## config.mk

```make
export PLATFORM = sky130hd
export DESIGN_NAME = ppr_ctrl
export DESIGN_NICKNAME = d
export VERILOG_FILES = /design/src/rtl/planar_pose_rezero_and_stop_detect_macros.svh /design/src/rtl/ppr_pkg.sv /design/src/rtl/ppr_ctrl.sv
export SDC_FILE = /design/constraint.sdc
export NUM_CORES = 1
export LEC_CHECK = 0
export ABC_AREA = 1
export BUFFER_PORTS_ARGS = -buffer_cell sky130_fd_sc_hd__buf_2
export CORE_AREA = 2 2 55 57
export DETAILED_ROUTE_END_ITERATION = 7
export DIE_AREA = 0 0 57 59
export GPL_ROUTABILITY_DRIVEN = 0
export PLACE_DENSITY = 0.42
export SLEW_MARGIN = 10
export SYNTH_ARGS = -nofsm -noshare
export SYNTH_HDL_FRONTEND = slang
export SYNTH_SLANG_ARGS = --single-unit
```

## constraint.sdc

```tcl
create_clock -name aclk -period 1.3 [get_ports aclk]
set_input_delay 0.325 -clock aclk [delete_from_list [all_inputs] [get_ports aclk]]
set_output_delay 0.325 -clock aclk [all_outputs]
set_load 0.005 [all_outputs]
```

## src/rtl/planar_pose_rezero_and_stop_detect_macros.svh

```systemverilog
// Assertion macros for the planar pose re-zero and stop detect block.
`ifndef PLANAR_POSE_REZERO_AND_STOP_DETECT_MACROS_SVH
`define PLANAR_POSE_REZERO_AND_STOP_DETECT_MACROS_SVH
// Implication checked on every rising clock edge outside reset.
`define PPR_ASSERT_IMPL(label, clk, rstn, ante, cons) \
    label: assert property (@(posedge clk) disable iff (!rstn) (ante) |-> (cons)) \
        else $error("assertion failed");
// Next-cycle implication checked outside reset.
`define PPR_ASSERT_NEXT(label, clk, rstn, ante, cons) \
    label: assert property (@(posedge clk) disable iff (!rstn) (ante) |=> (cons)) \
        else $error("assertion failed");
`endif

```

## src/rtl/ppr_pkg.sv

```systemverilog
// Shared constants, types and tables for the planar pose re-zero block.
`timescale 1ns / 1ps
package ppr_pkg;
    localparam int CordicSteps = 16;
    localparam int StepBits = $clog2(CordicSteps + 1);
    localparam int AccBits = 64;
    localparam logic [AccBits-1:0] InvGain = 64'd652032874;

    typedef enum logic [1:0] {
        OP_YAW = 2'd0,
        OP_ROT = 2'd1
    } op_t;

    // Controller to datapath commands.
    typedef struct packed {
        logic       load;
        logic       init;
        logic       step;
        op_t        op;
        logic       gain;
        logic       gain_sel;
        logic       store_yaw;
        logic       apply_offset;
        logic       finish;
    } cmd_t;

    // Datapath to controller status.
    typedef struct packed {
        logic pending;
    } sts_t;

    function automatic logic [31:0] atan_entry(input logic [4:0] i);
        logic [31:0] r;
        begin
            case (i)
                5'd0: r = 32'h20000000;
                5'd1: r = 32'h12E4051E;
                5'd2: r = 32'h09FB385B;
                5'd3: r = 32'h051111D4;
                5'd4: r = 32'h028B0D43;
                5'd5: r = 32'h0145D7E1;
                5'd6: r = 32'h00A2F61E;
                5'd7: r = 32'h00517C55;
                5'd8: r = 32'h0028BE53;
                5'd9: r = 32'h00145F2F;
                5'd10: r = 32'h000A2F98;
                5'd11: r = 32'h000517CC;
                5'd12: r = 32'h00028BE6;
                5'd13: r = 32'h000145F3;
                5'd14: r = 32'h0000A2F9;
                5'd15: r = 32'h0000517C;
                5'd16: r = 32'h000028BE;
                5'd17: r = 32'h0000145F;
                5'd18: r = 32'h00000A2F;
                5'd19: r = 32'h00000517;
                5'd20: r = 32'h0000028B;
                5'd21: r = 32'h00000145;
                5'd22: r = 32'h000000A2;
                5'd23: r = 32'h00000051;
                default: r = 32'h0;
            endcase
            return r;
        end
    endfunction
endpackage

```

## src/rtl/ppr_ctrl.sv

```systemverilog
// Sequencer that walks one odometry item through yaw, rotations and output.
`timescale 1ns / 1ps
module ppr_ctrl (
    input  logic           aclk,
    input  logic           aresetn,
    input  logic           s_valid,
    input  logic           s_kind,
    output logic           s_ready,
    output logic           m_valid,
    input  logic           m_ready,
    input  ppr_pkg::sts_t  sts,
    output ppr_pkg::cmd_t  cmd
);
    typedef enum logic [3:0] {
        ST_IDLE, ST_YAWI, ST_YAW, ST_YAWD, ST_ROTI, ST_ROT, ST_GAINX, ST_GAINY,
        ST_DONE, ST_OUT
    } state_t;

    state_t state_reg, state_next;
    logic [ppr_pkg::StepBits-1:0] cnt_reg, cnt_next;
    logic zero_pass_reg, zero_pass_next;
    logic m_valid_reg, m_valid_next;

    assign s_ready = (state_reg == ST_IDLE);
    assign m_valid = m_valid_reg;

    // Next state and command decode.
    always_comb begin
        state_next = state_reg;
        cnt_next = cnt_reg;
        zero_pass_next = zero_pass_reg;
        m_valid_next = m_valid_reg;
        cmd = '0;
        cmd.op = ppr_pkg::OP_YAW;
        case (state_reg)
            ST_IDLE: begin
                if (s_valid) begin
                    cmd.load = 1'b1;
                    if (!s_kind) state_next = ST_YAWI;
                end
            end
            ST_YAWI: begin
                cmd.init = 1'b1;
                cmd.op = ppr_pkg::OP_YAW;
                cnt_next = '0;
                state_next = ST_YAW;
            end
            ST_YAW: begin
                cmd.step = 1'b1;
                cmd.op = ppr_pkg::OP_YAW;
                cnt_next = cnt_reg + 1'b1;
                if (cnt_reg == ppr_pkg::StepBits'(ppr_pkg::CordicSteps - 1))
                    state_next = ST_YAWD;
            end
            ST_YAWD: begin
                cmd.store_yaw = 1'b1;
                zero_pass_next = sts.pending;
                state_next = ST_ROTI;
            end
            ST_ROTI: begin
                cmd.init = 1'b1;
                cmd.op = ppr_pkg::OP_ROT;
                cmd.gain_sel = zero_pass_reg;
                cnt_next = '0;
                state_next = ST_ROT;
            end
            ST_ROT: begin
                cmd.step = 1'b1;
                cmd.op = ppr_pkg::OP_ROT;
                cnt_next = cnt_reg + 1'b1;
                if (cnt_reg == ppr_pkg::StepBits'(ppr_pkg::CordicSteps - 1))
                    state_next = ST_GAINX;
            end
            ST_GAINX: begin
                cmd.gain = 1'b1;
                state_next = ST_GAINY;
            end
            ST_GAINY: begin
                cmd.gain = 1'b1;
                cmd.gain_sel = 1'b1;
                state_next = ST_DONE;
            end
            ST_DONE: begin
                if (zero_pass_reg) begin
                    cmd.apply_offset = 1'b1;
                    zero_pass_next = 1'b0;
                    state_next = ST_ROTI;
                end else begin
                    cmd.finish = 1'b1;
                    m_valid_next = 1'b1;
                    state_next = ST_OUT;
                end
            end
            ST_OUT: begin
                if (m_ready) begin
                    m_valid_next = 1'b0;
                    state_next = ST_IDLE;
                end
            end
            default: state_next = ST_IDLE;
        endcase
    end

    // State and registered outputs.
    always_ff @(posedge aclk) begin
        if (!aresetn) begin
            state_reg <= ST_IDLE;
            cnt_reg <= '0;
            zero_pass_reg <= 1'b0;
            m_valid_reg <= 1'b0;
        end else begin
            state_reg <= state_next;
            cnt_reg <= cnt_next;
            zero_pass_reg <= zero_pass_next;
            m_valid_reg <= m_valid_next;
        end
    end
endmodule

```

==> results.yml, run 1 <==
routing:
  route.vias.total: 774
  wire_per_inst_um: 11.1
  drt_iter0_drc: 6
  firstDrtPassIters: 3
  via_per_inst: 4.47
  totalWireLength_mm: 1.92
  post-route-drc-count: 0
  ant_nets: 0
worst_setup_path:
  reg2reg_to: "state_reg[1]$_SDFFE_PN0P_"
  crit_start: "state_reg[2]$_SDFFE_PN0P_"
  worst-path-max-fanout: 5
  cp.arrival_ps: 1180
  critPathLaunchType: "register"
  crit_path_end: "cmd[3]"
  r2r_slack_ps: 50
  worstReg2RegStart: "state_reg[2]$_SDFFE_PN0P_"
  reg2reg_depth: 9
  critPathRequiredTime_ps: 980
  worstSetupPathType: "register to output port"
  end_kind: "output port"
placement:
  io_buffers: 16
  dp_hpwl_mm: 1.38
  dp_cells: 162
cts:
  root_buffer: "clkbuf_4"
  clkTransAtPathRegs_ps: 70
  htreeDepth: 1
  cts_tree: "done"
  clock-sinks: 11
  cts_buffer_depth: 2
  insertion_delay_ps: 270
  cts_made_buffers: 3
yosys:
  yosys_warnings: 0
  synth_edf_count: 0
  ys_seq_area_share_pct: 33.0
  ys_async_sr_fraction_pct: 0
  avgSynthCellArea_sq_um: 6.30
  ys_top_cells_by_area: "dfxtp_1 (33%), nand2_1 (16%), inv_1 (7.9%)"
  synth_cell_type_count: 20
  synth_common_cells: "nand2_1 (28), inv_1 (14), dfxtp_1 (11), nor2_1 (11), a21oi_1 (9)"
  yosysTopAreaCellShare_pct: 33.0
  netlist.top_cell.by_area: "dfxtp_1"
  syn-instance-count: 106
  syn-cell-area_sq_um: 668
  synth_nets: 114
  ys.flop_type: "dfxtp_1"
  yosysMostFrequentCell: "nand2_1"
  ys_seq_elements: 11
timing:
  layout_min_cycle_time_ps: 1500
  grt_setup_unrepaired: "yes"
  hold_slack_ps: 285
  clock-skew-final_ps: 1.99
  setup_viol: 10
  timing.final.crit_share_pct: 115
  hold_viol: 0
  slew_viol_final: 0
  fmax_mhz: 666
  setup_ws_ps: -201
global_route:
  antenna_found_initial: 0
  grt_max_degree: 8
  overflow: 0
  grt_pass1_vias: 764
  grt_use_total_pct: 12.6
  grt_pass1_wl_mm: 3.21
layout:
  num_antenna_cells: 0
  nets: 151
  n_fill_cell: 287
  layout.cells.non_filler: 173
  drive_above_1_share_pct: 61.3
  regArea_sq_um: 240
  area_growth_pct: 71.7
  largest_reg_flops: 5
  multi_input_area_sq_um: 528
die:
  die_w_um: 57
  initial_core_util_pct: 24.7
  dieArea_sq_um: 3360
  coreArea_sq_um: 2710
  die_height_um: 59
  num_rows: 19
  ioPinCount: 18
power_and_ir_drop:
  p_sw_mw: 0.763
  p_int_mw: 1.01
  pwr-share-seq_pct: 28.0
  leakagePower_nw: 0.540
  power.share.clock_pct: 13.5
  pwr-share-comb_pct: 58.4
  peakVddDrop_mv: 0.778
  finalPower_mw: 1.77
  switching_share_pct: 43.1
  pwr_density_cell_nw_per_um2: 1540
flow_run:
  max_cap_viol_count: 0
run_status:
  failed_checks: "negative setup slack"
  outcome: "complete, but fails checks"
min_path:
  hold_class: "primary input to register"
==> metal layers <==
layer  global-route usage (%)  vias to the layer above  routed length, um
met1                     14.8                      356                831
met2                     22.3                       13                983
met4                     5.98                        0                 34
met5                        0                        -                  0
met3                     2.18                        5                 65
li1                         -                      400                  -
==> placed cells by master (no fill, tap or decap), drive strengths merged <==
master / instances
nand2: 33
buf: 33
inv: 18
nor2: 15
dfxtp: 11
a21oi: 9
nand3: 7
clkbuf: 4
ha: 2
nor3: 2
o21ai: 2
and3: 1
clkinv: 1
a31oi: 1
xor2: 1
nor4: 1
conb: 1
==> cell type report <==
type	instances	share of cell area [%]
clock buffer	4	2.29
timing repair buffer	33	20.3
multi-input combinational	75	46.0
inverter	19	7.09
sequential	11	20.9
tap	31	3.38
==> critical path: stages, from the launching register on <==
cell and delay (ps):
dfxtp_4 380, inv_4 40, nor2_4 160, nand2_2 90
o21ai_2 110, buf_2 120
==> through the flow <==
step	utilization (%)	setup slack, ps	setup TNS, ps	instance area [sq um]
final	42.3	-201	-1670	1150
after global routing	42.3	-282	-2500	1150
after CTS	38.3	-197	-1470	1040
after detailed placement	31.5	-43.7	-138	855
after global placement	31.5	-52.7	-52.7	855
after floorplan	-	102	0	668
==> power groups by stage <==
stage / logic [mW] / clock network, mW / registers, mW
floorplan: 0.416 / 0 / 0.436
global placement: 0.656 / 0 / 0.437
detailed placement: 0.647 / 0 / 0.438
CTS: 0.886 / 0.252 / 0.483
global route: 1.13 / 0.273 / 0.503
finish: 1.03 / 0.240 / 0.496
==> cell families (layout without fill, tap and decap cells) <==
logic type               Yosys count  after routing  share of synthesized area, %
adder cells (fa/ha/maj)            2              2                          3.74
XOR/XNOR                           1              1                          1.31
buffers and inverters             20             56                          11.8
flip-flops                        11             11                          33.0
AO/OA/AOI/OAI                     12             12                          9.18
other                              1              1                         0.561
AND/OR/NAND/NOR                   59             59                          40.4
==> timing repair <==
item,in CTS,in global routing
hold buffers,0,0
gates resized for setup,33,33
cloned,0,0
endpoints found under the hold margin,0,0
endpoints found under the setup margin,12,19
pin swaps,11,15
buffers inserted,9,1
==> worst min-delay path by stage <==
stage	startpoint	endpoint	slack, ps	cells after the start
final	aresetn	state_reg[3]$_SDFFE_PN0P_	280	3
after global routing	aresetn	state_reg[3]$_SDFFE_PN0P_	310	3
after CTS	aresetn	state_reg[3]$_SDFFE_PN0P_	280	3
after detailed placement	cnt_reg[3]$_SDFFE_PN0P_	cnt_reg[3]$_SDFFE_PN0P_	450	2
after global placement	cnt_reg[3]$_SDFFE_PN0P_	cnt_reg[3]$_SDFFE_PN0P_	450	2
after floorplan	aresetn	state_reg[3]$_SDFFE_PN0P_	420	2
(Power assumes the default switching activity.)
==> inputs of run 2 (changes only) <==
--- a/config.mk
+++ b/config.mk
@@ -12,6 +12,7 @@
 export DIE_AREA = 0 0 57 59
 export GPL_ROUTABILITY_DRIVEN = 0
 export PLACE_DENSITY = 0.42
+export SETUP_SLACK_MARGIN = 0.4
 export SLEW_MARGIN = 10
 export SYNTH_ARGS = -nofsm -noshare
 export SYNTH_HDL_FRONTEND = slang
==> results.yml, run 2 (same netlist as run 1, synthesis figures left out) <==
routing:
  route.vias.total: 794
  drt_iter0_drc: 15
  firstDrtPassIters: 4
  via_per_inst: 4.41
  totalWireLength_mm: 2.02
  wire_per_inst_um: 11.2
  post-route-drc-count: 0
  ant_nets: 0
global_route:
  overflow: 0
  grt_busiest_layer: "met2"
  use_met1_pct: 13.7
  met2_usage_pct: 22.0
  grt_use_total_pct: 12.0
  grt_pass1_wl_mm: 3.12
  grt_util_met3_pct: 4.15
  grt_max_degree: 8
  antenna_found_initial: 0
  grt_pass1_vias: 738
worst_setup_path:
  reg2reg_depth: 9
  cp.arrival_ps: 1230
  cp_top_family: "flip-flops"
  critPathRequiredTime_ps: 980
  crit_buf_inv: 2
  cp_cell_sequence: "inv_4 -> nor2_4 -> nand2_2 -> o21ai_2 -> buf_2"
  worstSetupPathDepth: 5
  end_kind: "output port"
  cp_slowest_cell: "dfxtp_4"
  worst-path-max-fanout: 5
  critPathLaunchType: "register"
  r2r_slack_ps: -40
  critPathMaxStageDelay_ps: 390
  worstSetupPathType: "register to output port"
layout:
  n_fill_cell: 295
  most-common-layout-cells: "nand2_1 (20), buf_4 (16), buf_2 (14)"
  area_growth_pct: 81.3
  num_antenna_cells: 0
  nets: 158
  layout.cells.non_filler: 180
  layout_commonest_cell: "nand2_1"
  drive_above_1_share_pct: 62.4
  largest_reg_flops: 5
power_and_ir_drop:
  peakVddDrop_mv: 0.905
  finalPower_mw: 1.84
  pwr_density_cell_nw_per_um2: 1520
  leakagePower_nw: 0.563
die:
  num_rows: 19
  coreArea_sq_um: 2710
  initial_core_util_pct: 24.7
  dieArea_sq_um: 3360
  ioPinCount: 18
  die_w_um: 57
  die_height_um: 59
cts:
  postCtsHoldBufs: 0
  htreeDepth: 1
  insertion_delay_ps: 280
  clkTransAtPathRegs_ps: 80
  root_buffer: "clkbuf_4"
  cts_made_buffers: 3
  clock-sinks: 11
  cts_tree: "done"
  cts_buffer_depth: 2
timing:
  timing.final.crit_share_pct: 119
  setup_viol: 17
  fin_tns_setup_ps: -2140
  hold_viol: 0
  setup_ws_ps: -251
  grt_setup_unrepaired: "yes"
  fmax_mhz: 645
  clock-skew-final_ps: 1.81
  layout_min_cycle_time_ps: 1550
  slew_viol_final: 0
  hold_slack_ps: 273
placement:
  dp_hpwl_mm: 1.32
  io_buffers: 16
  dp_cells: 159
  dp_slack_ps: 10.7
flow_run:
  max_cap_viol_count: 0
run_status:
  outcome: "complete, but fails checks"
  failed_checks: "negative setup slack"
min_path:
  hold_class: "primary input to register"
  holdPathStages: 3
run 2: changes by cell type in the layout (fill, tap and decap cells not counted), moves of 2 or more:
cell,before,now
buf_6,6,9
nor2_2,0,2
a21oi_2,4,6
nand2_2,15,8
buf_4,12,16
a21oi_1,5,3
nand2_1,14,20
run 2: area by class of cell:
type / count / area, sq um / share of cell area (%)
inverters: 19 / 78.8 / 6.51
clock buffers: 3 / 22.5 / 1.86
multi-input cells: 75 / 518 / 42.8
clock inverters: 1 / 5.00 / 0.413
repair buffers: 40 / 307 / 25.3
flip-flops and latches: 11 / 241 / 19.9
well taps: 31 / 38.8 / 3.20
run 2: path summary, 6_finish.rpt:
path | from | end
setup / recovery | state_reg[2]$_SDFFE_PN0P_ | cmd[3]
hold / removal | aresetn | state_reg[3]$_SDFFE_PN0P_
setup reg to reg | state_reg[1]$_SDFFE_PN0P_ | cnt_reg[2]$_SDFFE_PN0P_
hold reg to reg | m_valid$_SDFFE_PN0P_ | m_valid$_SDFFE_PN0P_
run 2: stage by stage:
step / util (%) / area [sq um]
floorplan: - / 724
global placement: 32.8 / 888
finish: 44.7 / 1210
global route: 44.7 / 1210
detailed placement: 32.8 / 888
CTS: 40.6 / 1100
run 2: layer usage:
metal	up-vias	share of wire (%)	routed length [um]
met1	364	43	861
li1	413	-	-
met4	0	0	0
met2	17	52	1050
met3	0	5.1	103
met5	-	0	0
run 2: worst reg2reg max path, stage by stage, from the launching register on:
cell and delay, ps:
dfxtp_4 390, inv_4 80, nor2_1 50, nand2_2 80, nand2_4 60, buf_6 110
buf_8 120, nor2_4 180, nand2_1 90, a21oi_2 110
run 2: where the power goes:
group          internal, mW  switching [mW]
logic                 0.534           0.559
registers             0.403          0.0929
clock network         0.114           0.136
total                  1.05           0.787
run 2: what timing repair did:
item / CTS / global route
setup endpoints to repair: 22 / 22
cloned: 0 / 0
gates resized for setup: 28 / 17
pin swaps: 14 / 16
buffers inserted: 11 / 6
